`config.mk`:
```
export PLATFORM = sky130hd
export DESIGN_NAME = boot_image_stream_cipher
export DESIGN_NICKNAME = d
export VERILOG_FILES = /design/src/rtl/core/bisc_pkg.sv /design/src/rtl/core/bisc_core.sv /design/src/rtl/core/bisc_out_queue.sv /design/src/rtl/core/boot_image_stream_cipher.sv
export SDC_FILE = /design/constraint.sdc
export NUM_CORES = 2
export LEC_CHECK = 0
export BUFFER_PORTS_ARGS = -buffer_cell sky130_fd_sc_hd__buf_2
export CAP_MARGIN = 10
export CORE_UTILIZATION = 60
export DETAILED_ROUTE_END_ITERATION = 8
export PLACE_DENSITY = 0.86
export SLEW_MARGIN = 20
export SYNTH_ARGS = -nofsm -noshare
export SYNTH_HDL_FRONTEND = slang
export SYNTH_SLANG_ARGS = --single-unit
```
`constraint.sdc`:
```
create_clock -name clk -period 15.7 [get_ports clk]
set_clock_uncertainty 0.1 [all_clocks]
set_input_delay 0.785 -clock clk [delete_from_list [all_inputs] [get_ports clk]]
set_output_delay 0.785 -clock clk [all_outputs]
set_load 0.02 [all_outputs]
```
`src/rtl/core/bisc_pkg.sv`:
```
// ----------------------------------------------------------------------------
// Boot image stream cipher package
// Types, constants and word functions shared by the boot stream block.
// ----------------------------------------------------------------------------
package bisc_pkg;

    localparam int unsigned MAX_IMAGE_BYTES = 262144;
    localparam int unsigned LEN_W           = 19;
    localparam int unsigned OFF_W           = 19;

    localparam logic [LEN_W-1:0] MAX_LEN       = LEN_W'(MAX_IMAGE_BYTES);
    localparam logic [LEN_W-1:0] LEN_RESET     = 19'h00200;
    localparam logic [OFF_W:0]   HEADER_END    = 20'h000C0;
    localparam logic [31:0]      LCG_MUL       = 32'h6177614B;
    localparam logic [31:0]      LCG_MUL2      = 32'(64'(LCG_MUL) * 64'(LCG_MUL));
    localparam logic [31:0]      LCG_ADD2      = LCG_MUL + 32'd1;
    localparam logic [31:0]      OFFSET_BIAS   = 32'h0200_0000;
    localparam logic [31:0]      FIXED_MASK    = 32'h20796220;
    localparam logic [31:0]      SEED_MASK     = 32'h6F646573;
    localparam logic [15:0]      CRC_POLY      = 16'hA1C1;
    localparam logic [15:0]      CRC_START     = 16'h15A0;

    localparam int unsigned QUEUE_DEPTH = 4;
    localparam int unsigned QUEUE_AW    = $clog2(QUEUE_DEPTH);

    typedef enum logic [1:0] {
        REG_SESSION_SEED = 2'd0,
        REG_IMAGE_LENGTH = 2'd1
    } reg_index_t;

    typedef enum logic [1:0] {
        KIND_KEY   = 2'd0,
        KIND_CLEAR = 2'd1,
        KIND_ENC   = 2'd2,
        KIND_SEAL  = 2'd3
    } kind_t;

    typedef struct packed {
        logic [31:0] word;
        kind_t       kind;
        logic        last;
        logic        done;
    } res_t;

    typedef struct packed {
        logic first;
        logic second;
    } push_t;

    function automatic logic [31:0] key_word(input logic [LEN_W-1:0] len);
        logic [31:0] s;
        logic [31:0] a;
        logic [7:0]  sum;
        logic [31:0] b;
        s   = (32'(len) - 32'h0000_0200) >> 3;
        a   = ((s & 32'h3F80) << 1) | ((s & 32'h4000) << 2) | (s & 32'h7F) | 32'h0038_0000;
        sum = a[15:8] + a[23:16] + a[7:0];
        b   = {sum, 24'h0} | a | 32'h8080_8080;
        return b[9] ? (b ^ SEED_MASK) : (b ^ LCG_MUL);
    endfunction

    function automatic logic [15:0] crc_word(input logic [15:0] crc_in, input logic [31:0] v);
        logic [15:0] crc;
        logic        fb;
        crc = crc_in;
        for (int k = 0; k < 32; k++) begin
            fb  = crc[0] ^ v[k];
            crc = crc >> 1;
            if (fb)
            begin
                crc = crc ^ CRC_POLY;
            end
        end
        return crc;
    endfunction

    function automatic logic [31:0] offset_term(input logic [31:0] off);
        return 32'd0 - (off + OFFSET_BIAS);
    endfunction

endpackage

```
`src/rtl/core/bisc_core.sv`:
```
// ----------------------------------------------------------------------------
// Boot image stream cipher word engine
// Input register, boot state and the single-pass word transform.
// ----------------------------------------------------------------------------
module bisc_core (
    input  logic                clk,
    input  logic                rst_n,
    input  logic                image_valid,
    output logic                image_ready,
    input  logic [31:0]         image_word,
    input  logic                cfg_valid,
    output logic                cfg_ready,
    input  logic [1:0]          cfg_index,
    input  logic [31:0]         cfg_data,
    input  logic                room_two,
    output bisc_pkg::push_t     push,
    output bisc_pkg::res_t      first_res,
    output bisc_pkg::res_t      second_res
);
    import bisc_pkg::*;

    logic              img_valid_reg, img_valid_next;
    logic [31:0]       img_word_reg;
    logic [31:0]       seed_reg;
    logic [LEN_W-1:0]  length_reg;
    logic [OFF_W-1:0]  offset_reg, offset_next;
    logic [31:0]       key_reg, key_next;
    logic [15:0]       crc_reg, crc_next;

    logic              consume;
    logic [LEN_W-1:0]  len_eff;
    logic [OFF_W:0]    nxt;
    logic              at_start;
    logic              header;
    logic              final_word;
    logic [31:0]       key_base;
    logic [15:0]       crc_base;
    logic [15:0]       crc_new;
    logic [15:0]       crc_seal;
    logic [31:0]       k1;
    logic [31:0]       k2;
    logic [31:0]       k_seal;
    logic [31:0]       enc_word;
    logic [31:0]       seal_word;
    res_t              main_res;
    res_t              key_res;
    res_t              seal_res;

    assign cfg_ready   = 1'b1;
    assign consume     = img_valid_reg && room_two;
    assign image_ready = !img_valid_reg || consume;

    always_comb
    begin
        len_eff    = (length_reg > MAX_LEN) ? MAX_LEN : length_reg;
        nxt        = {1'b0, offset_reg} + (OFF_W+1)'(4);
        at_start   = (offset_reg == '0);
        header     = ({1'b0, offset_reg} < HEADER_END);
        final_word = (nxt >= HEADER_END) && (nxt >= {1'b0, len_eff});
        key_base   = at_start ? (seed_reg ^ SEED_MASK) : key_reg;
        crc_base   = at_start ? CRC_START : crc_reg;
        crc_new    = crc_word(crc_base, img_word_reg);
        k1         = key_base * LCG_MUL + 32'd1;
        k2         = key_base * LCG_MUL2 + LCG_ADD2;
        k_seal     = header ? k1 : k2;
        crc_seal   = header ? crc_base : crc_new;
        enc_word   = img_word_reg ^ k1 ^ offset_term(32'(offset_reg)) ^ FIXED_MASK;
        seal_word  = {len_eff[15:0], crc_seal} ^ k_seal ^ offset_term(32'(nxt)) ^ FIXED_MASK;

        key_res.word  = key_word(len_eff);
        key_res.kind  = KIND_KEY;
        key_res.last  = 1'b0;
        key_res.done  = 1'b0;

        main_res.word = header ? img_word_reg : enc_word;
        main_res.kind = header ? KIND_CLEAR : KIND_ENC;
        main_res.last = !final_word;
        main_res.done = 1'b0;

        seal_res.word = seal_word;
        seal_res.kind = KIND_SEAL;
        seal_res.last = 1'b1;
        seal_res.done = 1'b1;

        first_res   = at_start ? key_res : main_res;
        second_res  = at_start ? main_res : seal_res;
        push.first  = consume;
        push.second = consume && (at_start || final_word);

        img_valid_next = image_ready ? image_valid : img_valid_reg;
        offset_next    = offset_reg;
        key_next       = key_reg;
        crc_next       = crc_reg;
        if (consume)
        begin
            if (final_word)
            begin
                offset_next = '0;
                key_next    = k_seal;
                crc_next    = CRC_START;
            end
            else
            begin
                offset_next = nxt[OFF_W-1:0];
                key_next    = header ? key_base : k1;
                crc_next    = header ? crc_base : crc_new;
            end
        end
    end

    always_ff @(posedge clk or negedge rst_n)
    begin
        if (!rst_n)
        begin
            img_valid_reg <= 1'b0;
            seed_reg      <= '0;
            length_reg    <= LEN_RESET;
            offset_reg    <= '0;
            key_reg       <= '0;
            crc_reg       <= CRC_START;
        end
        else
        begin
            img_valid_reg <= img_valid_next;
            offset_reg    <= offset_next;
            key_reg       <= key_next;
            crc_reg       <= crc_next;
            if (cfg_valid && cfg_ready)
            begin
                case (cfg_index)
                    REG_SESSION_SEED: seed_reg   <= cfg_data;
                    REG_IMAGE_LENGTH: length_reg <= cfg_data[LEN_W-1:0];
                    default:          seed_reg   <= seed_reg;
                endcase
            end
        end
    end

    always_ff @(posedge clk)
    begin
        if (image_valid && image_ready)
        begin
            img_word_reg <= image_word;
        end
    end

endmodule

```
`src/rtl/core/bisc_out_queue.sv`:
```
// ----------------------------------------------------------------------------
// Boot image stream cipher result queue
// Small ordered buffer; takes one or two results a cycle, sends one on ready.
// ----------------------------------------------------------------------------
module bisc_out_queue (
    input  logic                clk,
    input  logic                rst_n,
    input  bisc_pkg::push_t     push,
    input  bisc_pkg::res_t      first_res,
    input  bisc_pkg::res_t      second_res,
    output logic                room_two,
    output logic                send_valid,
    input  logic                send_ready,
    output bisc_pkg::res_t      head_res
);
    import bisc_pkg::*;

    res_t                   mem [QUEUE_DEPTH];
    logic [QUEUE_AW-1:0]    head_reg, head_next;
    logic [QUEUE_AW-1:0]    tail_reg, tail_next;
    logic [QUEUE_AW:0]      count_reg, count_next;
    logic                   pop;
    logic [QUEUE_AW:0]      n_push;

    assign send_valid = (count_reg != '0);
    assign room_two   = (count_reg <= (QUEUE_AW+1)'(QUEUE_DEPTH - 2));
    assign pop        = send_valid && send_ready;
    assign head_res   = mem[head_reg];

    always_comb
    begin
        n_push     = (QUEUE_AW+1)'(push.first) + (QUEUE_AW+1)'(push.second);
        head_next  = pop ? head_reg + QUEUE_AW'(1) : head_reg;
        tail_next  = tail_reg + n_push[QUEUE_AW-1:0];
        count_next = count_reg + n_push - (QUEUE_AW+1)'(pop);
    end

    always_ff @(posedge clk or negedge rst_n)
    begin
        if (!rst_n)
        begin
            head_reg  <= '0;
            tail_reg  <= '0;
            count_reg <= '0;
        end
        else
        begin
            head_reg  <= head_next;
            tail_reg  <= tail_next;
            count_reg <= count_next;
        end
    end

    always_ff @(posedge clk)
    begin
        if (push.first)
        begin
            mem[tail_reg] <= first_res;
        end
        if (push.second)
        begin
            mem[tail_reg + QUEUE_AW'(1)] <= second_res;
        end
    end

endmodule

```
`src/rtl/core/boot_image_stream_cipher.sv`:
```
// ----------------------------------------------------------------------------
// Boot image stream cipher
// Turns image words into the transmitted word stream of a serial boot.
// ----------------------------------------------------------------------------
// Image words arrive on the image channel, one request per 32-bit word. Each
// word passes through the input register and the result queue to the send
// channel. The first word of a boot is preceded by the key word, and the
// final word is followed by the sealed checksum word; these enter the queue
// with the word they accompany. Otherwise, with the receiver ready, one word a
// cycle passes in both directions, set by the single transform stage between
// the input register and the four-entry result queue. The configuration
// channel is always ready. Index 0 holds the session seed and index 1 the
// image length; the user must write both while the block is idle; the block
// does not enforce it. Reset clears the offset, the seed and the queue, loads
// the checksum start value and sets the length to 512 bytes. When the
// receiver stalls, the queue fills and the input register holds its word; the
// image channel then drops ready while fewer than two queue entries are free.
// ----------------------------------------------------------------------------
module boot_image_stream_cipher (
    input  logic        clk,
    input  logic        rst_n,
    input  logic        image_valid,
    output logic        image_ready,
    input  logic [31:0] image_word,
    output logic        send_valid,
    input  logic        send_ready,
    output logic [31:0] send_word,
    output logic [1:0]  word_kind,
    output logic        run_last,
    output logic        boot_done,
    input  logic        cfg_valid,
    output logic        cfg_ready,
    input  logic [1:0]  cfg_index,
    input  logic [31:0] cfg_data
);
    import bisc_pkg::*;

    logic  room_two;
    push_t push;
    res_t  first_res;
    res_t  second_res;
    res_t  head_res;

    bisc_core u_core (
        .clk         (clk),
        .rst_n       (rst_n),
        .image_valid (image_valid),
        .image_ready (image_ready),
        .image_word  (image_word),
        .cfg_valid   (cfg_valid),
        .cfg_ready   (cfg_ready),
        .cfg_index   (cfg_index),
        .cfg_data    (cfg_data),
        .room_two    (room_two),
        .push        (push),
        .first_res   (first_res),
        .second_res  (second_res)
    );

    bisc_out_queue u_queue (
        .clk        (clk),
        .rst_n      (rst_n),
        .push       (push),
        .first_res  (first_res),
        .second_res (second_res),
        .room_two   (room_two),
        .send_valid (send_valid),
        .send_ready (send_ready),
        .head_res   (head_res)
    );

    assign send_word = head_res.word;
    assign word_kind = head_res.kind;
    assign run_last  = head_res.last;
    assign boot_done = head_res.done;

endmodule

```
==> impl_metrics.yaml <==
run_status:
  status: "finished clean"
timing:
  final-setup-viol-count: 0
  hold_viol_final: 0
  fin_crit_sh: 0.759
  fin_crit_ns: 11.91
  slew-limit-headroom: 0.210
  rsz0062_at_grt: "no"
  max_freq_mhz: 83.9
  drv_slew: 0
  fin_tns_setup_ns: 0
  tightestPinTransition_ns: 1.17
yosys:
  synth-edff-count: 176
  synth.avg_cell_area_sq_um: 9.86
  synthCells: 3731
  synth.distinct_cells: 77
  synth-seq-cells: 300
  ys.flop_type: "edfxtp_1"
  syn_area_sq_um: 36800
  ys_warn_count: 0
  async_flop_share: 0.413
  synthesis.nets: 4573
  yosysSeqAreaShare: 0.228
critical_path:
  r2r_slack_ns: 3.79
  path_common_cell: "fa_1"
  max_stage_delay_ns: 0.84
  arrival_ns: 12.12
  slowest_stage: "nor4_1"
  crit_required_ns: 15.91
  path_class: "reg -> reg"
  endpoint_kind: "flop"
  path_max_fanout: 22
  start_kind: "flop"
placed_design:
  numPortBuffers: 108
  dpl.hpwl_um: 104000
  place_congestion: 1.11
clock_tree:
  cts_root_buf: "clkbuf_16"
  htree_levels: 1
  cts_buffers: 29
  cts_resized: 0
  postCtsSetupRepairBufs: 0
  cts_max_path_buffers: 3
  tritoncts: "built"
  cts_hold_buf: 0
  cts_sinks: 300
  clk_pin_slew_worst_paths_ns: 0.07
  clkLatencyLatePin_ns: 0.61
detailed_routing:
  avgViaCountPerCell: 6.25
  drt-initial-drc-count: 3909
  drt_wl_total_um: 127000
  antenna_left: 0
  first_pass_iters: 9
  drc_errors: 0
  via_count: 28800
  wire_per_inst_um: 27.5
floorplan:
  core_area_sq_um: 60500
  die_area_sq_um: 62300
  die_w_um: 250
  io_pins: 110
  start_util: 0.609
  die_h_um: 250
  rows: 90
grt:
  grt_pass1_wl_um: 187000
  antenna_found_initial: 8
  grt_pass1_vias: 28600
  track_usage: 0.413
  grt-ovfl-total: 0
  grt_max_degree: 71
finish:
  regArea_sq_um: 8400
  multi_input_area_sq_um: 25300
  fill_cells: 4711
  drive_gt1_frac: 0.0941
  largest_register_ffs: 144
  syn2layout_area_growth_pct: 7.10
  regMostFlops: "u_queue.mem"
  fin_nets: 4643
worst_hold_path:
  min_path_type: "in -> async"
flow_run:
  drv_cap: 0
==> cell usage after synthesis (22+ instances only) <==
cell type  number  area, sq um
a21o_1         30          225
a21oi_1       138          691
clkbuf_1      106          398
dfrtp_1       118         2950
edfxtp_1      176         5290
fa_1          417         8350
ha_1          354         4430
inv_1         733         2750
mux2_2         60          676
mux2i_1        44          440
mux4_2         37          833
nand2_1       300         1130
nand3_1        33          165
nor2_1        183          687
nor3_1         28          140
o21ai_0       199          996
o31ai_1        22          165
xnor2_1       333         2920
xor2_1        109          955
==> worst paths after layout <==
kind / startpoint / end / cells after the start
worst max-delay path: u_core.offset_reg[8]$_DFFE_PN0P_ / u_queue.mem[0][31]$_DFFE_PP_ / 32
worst min-delay path: rst_n / u_queue.count_reg[0]$_DFF_PN0_ / 1
worst max register to register: u_core.offset_reg[8]$_DFFE_PN0P_ / u_queue.mem[0][31]$_DFFE_PP_ / 32
worst min register to register: u_core.key_reg[9]$_DFFE_PN0P_ / u_core.key_reg[9]$_DFFE_PN0P_ / 2
max in group asynchronous: rst_n / u_core.seed_reg[18]$_DFFE_PN0P_ / 2
min in group clk: image_word[12] / u_core.img_word_reg[12]$_DFFE_PP_ / 1
==> kinds of logic (layout without fill, tap and decap cells) <==
group	Yosys count	count (layout)	synth area share
adder cells (fa/ha/maj)	771	771	0.347
buffers and inverters	863	956	0.0884
XOR/XNOR	466	466	0.119
AND/OR/NAND/NOR	649	649	0.0764
flip-flops	300	300	0.228
multiplexers	141	141	0.0530
other	1	3	0.000102
AO/OA/AOI/OAI	540	540	0.0875
==> final cells by class <==
type / instances / area share
clock buffer: 40 / 0.0207
tap: 782 / 0.0248
clock inverter: 14 / 0.00521
timing repair buffer: 168 / 0.0253
sequential: 300 / 0.213
inverter: 734 / 0.0699
antenna: 2 / 0.000127
multi-input combinational: 2568 / 0.641
==> critical path: cells and delay by family (launching register included) <==
family	cells	cell delay [ns]
xor+xnor	1	0.29
compound gates	8	2.36
buf+inv	7	1.37
mux	2	0.94
fa+ha+maj	9	4.71
flops	1	0.55
simple gates	5	1.30
==> per-stage QoR <==
step                      cells  setup WS [ns]   util  area (sq um)  hold slack, ns
final                      4608           3.79  0.652         39400          0.0453
after global routing       4606           3.34  0.652         39400          0.0960
after CTS                  4606           4.12  0.651         39400           0.105
after detailed placement   4552           4.16  0.635         38400           0.365
after global placement     4552           4.24  0.635         38400           0.359
after floorplan            3731           4.95      -         36800           0.346
==> layer usage <==
metal | vias up | global-route usage | part of all wire
met5 | - | 0 | 0.00049
met2 | 2213 | 0.578 | 0.41
li1 | 12200 | - | -
met4 | 10 | 0.139 | 0.047
met3 | 369 | 0.176 | 0.16
met1 | 14000 | 0.573 | 0.38
==> cells in the final DEF, fill, tap and decap left out, types with 15 or more instances in the layout <==
cell / instances
inv_1: 733
fa_1: 417
ha_1: 354
xnor2_1: 333
nand2_1: 298
o21ai_0: 191
nor2_1: 180
edfxtp_1: 176
a21oi_1: 138
dfrtp_1: 117
xor2_1: 109
buf_2: 107
mux2_2: 60
buf_4: 60
mux2i_1: 43
mux4_2: 37
nand3_1: 32
a21o_1: 30
clkbuf_16: 29
nor3_1: 27
o21ai_1: 24
o31ai_1: 22
and2_1: 19
and3_1: 17
a211oi_1: 15
Power is not shown: default switching activity piles up to over one toggle a cycle in this logic, so the estimate is an artifact.
